### config.mk
export PLATFORM = sky130hd
export DESIGN_NAME = sorted_range_merge_and_map_number_top
export DESIGN_NICKNAME = d
export VERILOG_FILES = /design/src/srm_pkg.sv /design/src/srm_core.sv /design/src/srm_queue.sv /design/src/sorted_range_merge_and_map_number_top.sv
export SDC_FILE = /design/constraint.sdc
export NUM_CORES = 2
export LEC_CHECK = 0
export BUFFER_PORTS_ARGS = -buffer_cell sky130_fd_sc_hd__clkbuf_2
export CAP_MARGIN = 15
export CORE_MARGIN = 3
export CORE_UTILIZATION = 30
export CTS_CLUSTER_SIZE = 12
export DETAILED_ROUTE_END_ITERATION = 6
export PLACE_DENSITY_LB_ADDON = 0.12
export SLEW_MARGIN = 20
export SYNTH_ARGS = -nofsm -noshare
export SYNTH_HDL_FRONTEND = slang
export SYNTH_SLANG_ARGS = --single-unit
### constraint.sdc
create_clock -name clk -period 17.8 [get_ports clk]
set_input_delay 1.78 -clock clk [delete_from_list [all_inputs] [get_ports clk]]
set_output_delay 1.78 -clock clk [all_outputs]
set_load 0.005 [all_outputs]
### src/srm_pkg.sv
package srm_pkg;

  localparam int unsigned     TASKS_DEF      = 256;
  localparam longint unsigned MAX_RANGES_DEF = 64'd1048576;

  localparam int unsigned TASK_W  = 8;
  localparam int unsigned TAG_W   = 16;
  localparam int unsigned COORD_W = 64;
  localparam int unsigned MAP_W   = 16;
  localparam int unsigned IDX_W   = 20;

  // largest value the index field can carry
  localparam logic [IDX_W-1:0] IDX_MAX = '1;
  localparam logic [MAP_W-1:0] MAP_MAX = '1;

  // output queue depth; must hold two results beyond one in flight
  localparam int unsigned QUEUE_DEPTH = 4;

  typedef struct packed {
    logic [TASK_W-1:0]         task_id;
    logic [TAG_W-1:0]          range_tag;
    logic signed [COORD_W-1:0] range_start;
    logic signed [COORD_W-1:0] range_end;
    logic                      final_range;
  } in_word_t;

  typedef struct packed {
    logic [TASK_W-1:0]         out_task;
    logic [TAG_W-1:0]          out_tag;
    logic signed [COORD_W-1:0] out_start;
    logic signed [COORD_W-1:0] out_end;
    logic [MAP_W-1:0]          map_number;
    logic [IDX_W-1:0]          out_index;
    logic                      last_out;
  } out_word_t;

  // up to two results from one item; a lone result always sits in slot 0
  typedef struct packed {
    logic      v0;
    logic      v1;
    out_word_t w0;
    out_word_t w1;
  } push_t;

endpackage

### src/srm_core.sv
module srm_core #(
  parameter int unsigned     TASKS      = srm_pkg::TASKS_DEF,
  parameter longint unsigned MAX_RANGES = srm_pkg::MAX_RANGES_DEF
) (
  input  logic             clk,
  input  logic             rst,
  input  logic             cfg_write,
  input  logic             cfg_data,
  input  logic             go,
  input  srm_pkg::in_word_t item,
  output srm_pkg::push_t   push
);

  localparam logic [16:0] TaskLimit = 17'(TASKS);
  localparam logic [srm_pkg::IDX_W-1:0] IdxCap =
    ((MAX_RANGES - 64'd1) < 64'(srm_pkg::IDX_MAX)) ?
    srm_pkg::IDX_W'(MAX_RANGES - 64'd1) : srm_pkg::IDX_MAX;

  typedef struct packed {
    logic                         emitted_any;
    logic [srm_pkg::TASK_W-1:0]   prev_task;
    logic [srm_pkg::TAG_W-1:0]    prev_tag;
    logic [srm_pkg::MAP_W-1:0]    map_ctr;
    logic [srm_pkg::IDX_W-1:0]    emit_ctr;
  } emit_state_t;

  function automatic emit_state_t emit_update(emit_state_t st,
                                              logic [srm_pkg::TASK_W-1:0] t,
                                              logic [srm_pkg::TAG_W-1:0] g);
    emit_state_t ns;
    ns = st;
    if (!st.emitted_any || t != st.prev_task) begin
      ns.map_ctr = '0;
    end else if (g == '0 || g != st.prev_tag) begin
      if (st.map_ctr != srm_pkg::MAP_MAX) ns.map_ctr = st.map_ctr + 1'b1;
    end
    ns.emitted_any = 1'b1;
    ns.prev_task   = t;
    ns.prev_tag    = g;
    if (st.emit_ctr < IdxCap) ns.emit_ctr = st.emit_ctr + 1'b1;
    return ns;
  endfunction

  logic        merge_en;
  logic        pend_valid;
  logic [srm_pkg::TASK_W-1:0]         pend_task;
  logic [srm_pkg::TAG_W-1:0]          pend_tag;
  logic signed [srm_pkg::COORD_W-1:0] pend_start;
  logic signed [srm_pkg::COORD_W-1:0] pend_end;
  emit_state_t est;

  logic        in_range, do_merge, emit_a, emit_b;
  logic        pend_valid_next;
  logic [srm_pkg::TASK_W-1:0]         pend_task_next;
  logic [srm_pkg::TAG_W-1:0]          pend_tag_next;
  logic signed [srm_pkg::COORD_W-1:0] pend_start_next;
  logic signed [srm_pkg::COORD_W-1:0] pend_end_next;
  emit_state_t st_a, st_b, est_next;
  srm_pkg::out_word_t word_a, word_b;

  always_comb begin
    in_range = {9'd0, item.task_id} < TaskLimit;
    do_merge = merge_en && pend_valid && item.task_id == pend_task &&
               item.range_tag == pend_tag && item.range_start <= pend_end;
    emit_a   = in_range && !do_merge && pend_valid;

    // displaced pending range
    st_a = emit_a ? emit_update(est, pend_task, pend_tag) : est;
    word_a.out_task   = pend_task;
    word_a.out_tag    = pend_tag;
    word_a.out_start  = pend_start;
    word_a.out_end    = pend_end;
    word_a.map_number = st_a.map_ctr;
    word_a.out_index  = est.emit_ctr;
    word_a.last_out   = 1'b0;

    // pending after the item is folded in
    pend_valid_next = pend_valid | in_range;
    pend_task_next  = pend_task;
    pend_tag_next   = pend_tag;
    pend_start_next = pend_start;
    pend_end_next   = pend_end;
    if (in_range) begin
      if (do_merge) begin
        if (item.range_end > pend_end) pend_end_next = item.range_end;
      end else begin
        pend_task_next  = item.task_id;
        pend_tag_next   = item.range_tag;
        pend_start_next = item.range_start;
        pend_end_next   = item.range_end;
      end
    end

    // flush on final
    emit_b = item.final_range && pend_valid_next;
    st_b = emit_b ? emit_update(st_a, pend_task_next, pend_tag_next) : st_a;
    word_b.out_task   = pend_task_next;
    word_b.out_tag    = pend_tag_next;
    word_b.out_start  = pend_start_next;
    word_b.out_end    = pend_end_next;
    word_b.map_number = st_b.map_ctr;
    word_b.out_index  = st_a.emit_ctr;
    word_b.last_out   = 1'b1;

    est_next = st_b;
    if (item.final_range) begin
      pend_valid_next      = 1'b0;
      est_next.emitted_any = 1'b0;
      est_next.map_ctr     = '0;
      est_next.emit_ctr    = '0;
    end

    push.v0 = go && (emit_a || emit_b);
    push.v1 = go && emit_a && emit_b;
    push.w0 = emit_a ? word_a : word_b;
    push.w1 = word_b;
  end

  always_ff @(posedge clk) begin
    if (rst) begin
      merge_en   <= 1'b1;
      pend_valid <= 1'b0;
      est        <= '0;
    end else begin
      if (cfg_write) merge_en <= cfg_data;
      if (go) begin
        pend_valid <= pend_valid_next;
        est        <= est_next;
      end
    end
  end

  always_ff @(posedge clk) begin
    if (go) begin
      pend_task  <= pend_task_next;
      pend_tag   <= pend_tag_next;
      pend_start <= pend_start_next;
      pend_end   <= pend_end_next;
    end
  end

endmodule

### src/srm_queue.sv
module srm_queue (
  input  logic               clk,
  input  logic               rst,
  input  srm_pkg::push_t     push,
  output logic               room,
  output logic               out_valid,
  input  logic               out_stall,
  output srm_pkg::out_word_t out_data
);

  localparam int unsigned Depth = srm_pkg::QUEUE_DEPTH;
  localparam int unsigned PtrW  = $clog2(Depth);
  localparam int unsigned CntW  = $clog2(Depth + 1);

  srm_pkg::out_word_t mem [Depth];
  logic [PtrW-1:0] wr_ptr, rd_ptr;
  logic [CntW-1:0] count, count_next;
  logic            pop;
  logic [1:0]      push_n;

  always_comb begin
    pop        = out_valid && !out_stall;
    push_n     = 2'(push.v0) + 2'(push.v1);
    count_next = count + CntW'(push_n) - CntW'(pop);
    out_valid  = count != '0;
    room       = count <= CntW'(Depth - 2);
    out_data   = mem[rd_ptr];
  end

  always_ff @(posedge clk) begin
    if (rst) begin
      wr_ptr <= '0;
      rd_ptr <= '0;
      count  <= '0;
    end else begin
      wr_ptr <= wr_ptr + PtrW'(push_n);
      if (pop) rd_ptr <= rd_ptr + 1'b1;
      count  <= count_next;
    end
  end

  always_ff @(posedge clk) begin
    if (push.v0) mem[wr_ptr] <= push.w0;
    if (push.v1) mem[wr_ptr + 1'b1] <= push.w1;
  end

endmodule

### src/sorted_range_merge_and_map_number_top.sv
// Path: an accepted word waits in the input register, then the merge/emit
//   logic writes its results into the output queue, which presents them.
// Throughput: one input word per cycle while the queue has room; a word
//   flushing two ranges queues two, drained one per cycle unless stalled.
// Reset (rst, synchronous): nothing pending, queue empty, counters zero,
//   merge_enable set to 1.
module sorted_range_merge_and_map_number_top #(
  parameter int unsigned     TASKS      = srm_pkg::TASKS_DEF,
  parameter longint unsigned MAX_RANGES = srm_pkg::MAX_RANGES_DEF
) (
  input  logic               clk,
  input  logic               rst,
  input  logic               cfg_write,
  input  logic               cfg_data,
  input  logic               in_valid,
  output logic               in_stall,
  input  srm_pkg::in_word_t  in_data,
  output logic               out_valid,
  input  logic               out_stall,
  output srm_pkg::out_word_t out_data
);

  // Input register: holds one word until the queue has room for the two
  // results it may produce.
  logic              in_q_valid;
  srm_pkg::in_word_t in_q;
  logic              room;
  logic              fire;
  logic              accept;
  srm_pkg::push_t    push;

  // The word is processed when the queue can take two results; the input
  // register then frees up in the same cycle.
  assign fire     = in_q_valid && room;
  assign in_stall = in_q_valid && !room;
  assign accept   = in_valid && !in_stall;

  always_ff @(posedge clk) begin
    if (rst) begin
      in_q_valid <= 1'b0;
    end else if (accept) begin
      in_q_valid <= 1'b1;
    end else if (fire) begin
      in_q_valid <= 1'b0;
    end
  end

  always_ff @(posedge clk) begin
    if (accept) in_q <= in_data;
  end

  // Pending range, merge test, map numbering and index counting.
  srm_core #(
    .TASKS      (TASKS),
    .MAX_RANGES (MAX_RANGES)
  ) u_core (
    .clk       (clk),
    .rst       (rst),
    .cfg_write (cfg_write),
    .cfg_data  (cfg_data),
    .go        (fire),
    .item      (in_q),
    .push      (push)
  );

  // Output queue: takes up to two words a cycle, gives one unless stalled.
  srm_queue u_queue (
    .clk       (clk),
    .rst       (rst),
    .push      (push),
    .room      (room),
    .out_valid (out_valid),
    .out_stall (out_stall),
    .out_data  (out_data)
  );

`ifndef SYNTHESIS
  // the input side only backs up behind a held word
  a_stall_needs_word: assert property (@(posedge clk) disable iff (rst)
    in_stall |-> in_q_valid)
    else $error("input stalled with empty input register");

  // a second result from one word is always the final flush
  a_second_is_last: assert property (@(posedge clk) disable iff (rst)
    push.v1 |-> (push.v0 && push.w1.last_out && !push.w0.last_out))
    else $error("second result is not the final flush");

  // after a push the output is valid on the next cycle
  a_push_shows: assert property (@(posedge clk) disable iff (rst)
    push.v0 |=> out_valid)
    else $error("pushed word not presented");
`endif

endmodule
Word level (Yosys, flattened, before mapping)
Memory sizes are Yosys's and may differ from the RTL's. A register that Yosys moved wholly into a read port is not among the register bits.
Cells that the tools add are included.
{ "word_totals": {"regBits": 376, "mem_bits_rw": 756, "inputBits": 159, "out_inout_bits": 191, "wordCells": 98, "memories": 1} }
{ "mem_list": {"columns": ["name", "words", "width", "rd", "rd_ports_with_merged_regs", "wr", "line_no", "rtl"], "rows": [
  ["u_queue.mem", 4, 189, 1, 1, 2, "srm_queue.sv:15", "srm_pkg::out_word_t mem [Depth];"]
]} }
{ "classes": {"addsub": 10, "n_lt_le_gt_ge": 5, "n_eq_ne": 8, "muxes": 27, "reduce_logical": 27} }
{ "ops": {"columns": ["op", "n"], "rows": [
  ["$mux W64", 3],
  ["$mux W189", 1],
  ["$mux W61", 2],
  ["$mux W16", 7],
  ["$gt A64 B64 Y1", 1],
  ["$le A64 B64 Y1", 1],
  ["$add A20 B1 Y20 const B", 2],
  ["$lt A20 B20 Y1 const B", 2],
  ["$mux W20", 2],
  ["$mux W36", 1],
  ["$add A16 B1 Y16 const B", 2],
  ["$logic_not A16 Y1", 2],
  ["$ne A16 B16 Y1", 2],
  ["$ne A16 B16 Y1 const B", 2],
  ["$eq A16 B16 Y1", 1],
  ["$ne A8 B8 Y1", 2],
  ["$logic_and A1 B1 Y1", 12],
  ["$eq A8 B8 Y1", 1],
  ["$mux W1", 8],
  ["$mux W8", 1],
  ["$logic_not A1 Y1", 6],
  ["$logic_or A1 B1 Y1", 5],
  ["$add A2 B1 Y2 const B", 2],
  ["$mux W2", 2],
  ["7 further kinds", 7]
]} }

Logic depth before layout (Yosys ltp)
{ "depth": {"depth_word": 13, "mapped_depth": 22, "ltp_nobuf": 19} }

Modules after synthesis
From an unflattened synthesis, not the netlist that was laid out.
{ "hier_totals": {"cells_unflattened": 3993, "hier_area_um2": 59010.3} }
{ "modules_own_cells": {"columns": ["module", "n_inst", "cells_per_inst", "area_each_um2", "seq_area_each_um2"], "rows": [
  ["srm_queue", 1, 1880, 37113.1, 22881.9],
  ["srm_core", 1, 1955, 17246.5, 5825.6],
  ["sorted_range_merge_and_map_number_top", 1, 158, 4650.7, 4614.4]
]} }

Least setup slack after synthesis
OpenSTA, ideal clock, no wires.
{ "synth_path": {"path_type": "input -> register", "startpoint": "input in_valid", "endpoint": "register in_q[0] (netlist name) (enable)", "setup_ns": 0.686, "t_arrival_ns": 8.396, "required_ns": 17.114, "slack_ns": 8.718, "stages": 1, "path_buffers": 0, "path_cell_list": "nor2b_1"} }
{ "synth_via": {"elab_chain_cells": 1} }
{ "synth_rtl": {"columns": ["item", "line_no", "rtl"], "rows": [
  ["from (decl)", "sorted_range_merge_and_map_number_top.sv:15", "input logic in_valid,"],
  ["$logic_and A1 B1 Y1", "sorted_range_merge_and_map_number_top.sv:36", "assign accept = in_valid && !in_stall;"],
  ["to (signal assigned)", "sorted_range_merge_and_map_number_top.sv:49", "if (accept) in_q <= in_data;"],
  ["to (decl)", "sorted_range_merge_and_map_number_top.sv:26", "srm_pkg::in_word_t in_q;"]
]} }
No other way between the ends.
A chain may end at the register's enable or synchronous reset.

==> impl_metrics.env <==
export IMPL_result_of_the_run="completed"
export IMPL_globalRoute_totalOverflow=0
export IMPL_post_cts_hold_fix_bufs=0
export IMPL_p_leak_nw=22.81
export IMPL_power_frac_comb=0.192
export IMPL_postSynthRegisterBits=1134
export IMPL_syn_mean_instance_area_um2=12.65
export IMPL_final_period_utilization=0.4275
export IMPL_netlist_top_cell_by_area="edfxtp_1"
export IMPL_ctsLongestPathBuffers=3
export IMPL_cts_root_buffer="clkbuf_16"
export IMPL_flow_area_growth_from_synthesis_pct=15.70
export IMPL_firstDrtPassIters=6
export IMPL_row_count=157
export IMPL_seqPwrFrac=0.436
export IMPL_fp_dieArea_um2=190700
export IMPL_synth_largest_type_area_fraction=0.5703
export IMPL_final_setup_skew_ns=0.03521
export IMPL_cts_reportedPaths_clkPinSlew_ns=0.06
export IMPL_synth_enable_flop_cells=1057
export IMPL_slew_viol_final=0
export IMPL_core_um2=183700
export IMPL_startpoint_type="flip-flop"
export IMPL_initial_core_util=0.3030
export IMPL_synth_lib_cells_used_distinct=84
export IMPL_switching_share=0.2925
export IMPL_global_route_usage_total=0.2097
export IMPL_top_achievable_clock_speed_mhz=131.4
export IMPL_cts_sinks=1134
export IMPL_routed_via_density=5.388
export IMPL_unrepaired_setup_endpoints_after_global_routing="no"
export IMPL_grt_start_max_net_pins=111
export IMPL_antenna_found_initial=10
export IMPL_hold_path_depth=2
export IMPL_switching_power_mw=2.190
export IMPL_postRouteWirelength_mm=205.0
export IMPL_fraction_of_synthesis_flops_using_an_asynchronous_set_or_reset_pin=0
export IMPL_synth_warnings=0
export IMPL_finalNetCount=4899
export IMPL_routed_wire_length_per_instance_um=28.55
export IMPL_tritoncts_clock_tree="built"
export IMPL_synth_seq_area_share=0.5980
export IMPL_synth_flop_cell="edfxtp_1"
export IMPL_main_area_contributors_after_synthesis="edfxtp_1, mux4_2, a22o_1"
export IMPL_globalplace_congestion=0.8022
export IMPL_floorplan_io_pins=350
export IMPL_first_global_vias=38500
export IMPL_finalPower_mw=7.488
export IMPL_timing_worst_slew_pin_value_ns=1.158
export IMPL_synthesis_area_um2=55650
export IMPL_cell_internal_pwr_mw=5.297
export IMPL_power_density_nw_per_um2=116.3
export IMPL_port_bufs=349
export IMPL_dr_first_iter_drc_count=3341
export IMPL_drcViolationCount=0
export IMPL_layout_drive_gt1_share=0.1854
export IMPL_timing_max_cap_violations=0
export IMPL_netlist_instances=4398
export IMPL_synthesis_nets=4694
export IMPL_fp_dieW_um=436.7
export IMPL_hold_ws_ns=0.4626
export IMPL_synth_adder_area_share=0.03094
export IMPL_synthXorXnorAreaFrac=0.01461
export IMPL_clock_power_share=0.373
export IMPL_final_period_minus_worst_setup_slack_ns=7.609
export IMPL_setup_violations=0
export IMPL_vdd_ir_drop_worst_mv=0.09572
export IMPL_synthesized_area_fraction_occupied_by_ao_oa_aoi_and_oai_cells=0.1491
export IMPL_clk_insertion_delay_late_ns=0.78
export IMPL_global_route_wire_length_before_repair_mm=291.9
export IMPL_dr_total_vias=38680
export IMPL_timing_worst_setup_path_type="flip-flop to flip-flop"
export IMPL_antenna_violating_nets_post_route=0
export IMPL_fp_dieH_um=436.7
export IMPL_r2r_worst_path_cells=22
export IMPL_fin_tns_setup_ns=0
export IMPL_clock_tree_htree_level_count=4
export IMPL_post_cts_setup_buffers=0
export IMPL_relSlewSlack=0.2283
export IMPL_synth_mux_area_frac=0.09150
export IMPL_r2r_setup_slack_ns=10.19
export IMPL_postCtsResizedCells=0
export IMPL_synth_top_family_by_area="compound AO/OA/AOI/OAI gates"
export IMPL_hpwlAfterDp_mm=125.0
export IMPL_min_path_type="flip-flop to flip-flop"
export IMPL_synthSimpleGateAreaFrac=0.07846
export IMPL_crit_required_ns=18.28
export IMPL_timing_critical_path_fanout_max=55
export IMPL_worstSetupEndpointType="flip-flop"
export IMPL_hold_viol=0
export IMPL_worstPathArrival_ns=8.09
export IMPL_tritoncts_num_buffers=139
==> registers in the layout, summed over array words and instances (netlist names), named ones only <==
name / cells
u_core.pend_tag: 16
u_core.pend_valid: 1
u_queue.rd_ptr: 2
u_queue.count: 3
in_q_valid: 1
in_q: 153
u_queue.wr_ptr: 2
u_core.pend_start: 64
u_core.est: 61
u_core.merge_en: 1
u_queue.mem: 756
u_core.pend_task: 8
u_core.pend_end: 64
==> worst paths after layout <==
path,startpoint,end
setup / recovery,u_core.pend_end[46]$_DFFE_PP_,u_queue.mem[1][22]$_DFFE_PP_
setup reg to reg,u_core.pend_end[46]$_DFFE_PP_,u_queue.mem[1][22]$_DFFE_PP_
hold reg to reg,u_queue.mem[3][0]$_SDFFE_PP1P_,u_queue.mem[3][0]$_SDFFE_PP1P_
hold / removal,u_queue.mem[3][0]$_SDFFE_PP1P_,u_queue.mem[3][0]$_SDFFE_PP1P_
==> cells by family after synthesis <==
family	Yosys count
adder cells (fa/ha/maj)	137
AO/OA/AOI/OAI	1252
flip-flops	1134
multiplexers	272
XOR/XNOR	92
buffers and inverters	532
AND/OR/NAND/NOR	979
==> cell usage after synthesis (12+ instances only) <==
master     count
o31ai_1       33
mux4_2       189
nor2b_1       26
buf_1         47
nor2_1       240
ha_1         136
a21o_1        46
a22o_1       326
nand3_1       47
xnor2_1       61
o22ai_1      147
xor2_1        30
nor4_1        22
o21ai_0      401
a21oi_1      161
inv_1        163
o21ai_1       21
nand2_1      462
edfxtp_1    1057
mux2i_1       79
dfxtp_1       77
buf_2         40
nand4_1       57
clkbuf_1     273
a22oi_1       18
nand2b_1      12
and3_1        18
a2bb2oi_1     18
nor3_1        50
==> power groups by stage <==
stage	combinational, mW	clock, mW	sequential (mW)
floorplan	0.857	0	3.25
global placement	1.48	0	3.31
detailed placement	1.48	0	3.32
CTS	1.49	2.87	3.26
global route	1.56	2.97	3.28
finish	1.44	2.79	3.26
==> final cells by class <==
class | instances | area [um^2]
tap | 2464 | 3083
fill | 18010 | 119300
timing repair buffer | 430 | 2462
inverter | 166 | 630.6
clock buffer | 192 | 3920
sequential | 1134 | 33290
antenna | 4 | 10.01
clock inverter | 56 | 479.2
multi-input combinational | 2732 | 20510
==> stage by stage <==
stage | instance area, um^2 | std cells | worst slack (ns) | util
after floorplan | 55650 | 4398 | 8.718 | -
after global placement | 59930 | 6924 | 10.21 | 0.3263
after detailed placement | 59960 | 6925 | 10.17 | 0.3264
after CTS | 64360 | 7173 | 10.14 | 0.3504
after global routing | 64380 | 7177 | 9.612 | 0.3505
final | 64390 | 7178 | 10.19 | 0.3506
==> worst max-delay path, cell delays in order, from the launching register on <==
cell and delay (ns):
edfxtp_1 0.41, inv_1 0.10, ha_1 0.33, nand4_1 0.33, nor4_1 0.61, and3_1 0.29
nor2b_1 0.21, nor3_1 0.13, a21oi_4 0.18, buf_4 0.57, buf_4 0.65, buf_4 0.52
nand2_2 0.23, o31ai_1 0.45, ha_1 0.31, nand4_1 0.09, a22o_1 0.32, nor4_4 0.34
nor2_2 0.18, and3_1 0.25, a21oi_1 0.39, o21bai_1 0.19, o31ai_1 0.09
==> placed cells by master (no fill, tap or decap), types with 75 or more instances in the layout <==
cell and n:
clkbuf_16 149, mux2i_1 79, nand2_1 454, a21oi_1 158, dfxtp_1 75, o21ai_0 401
ha_1 136, clkbuf_2 349, nor2_1 231, o22ai_1 147, mux4_2 189, edfxtp_1 1057
inv_1 163, a22o_1 326
==> layer usage <==
layer / track usage / routed length (um) / vias to the layer above
met2: 0.3425 / 97930 / 1256
met1: 0.2838 / 89810 / 19790
li1: - / - / 17370
met3: 0.03063 / 10210 / 251
met4: 0.07522 / 6994 / 4
met5: 0 / 23 / -
No activity file was read; power rests on OpenSTA's default activity.
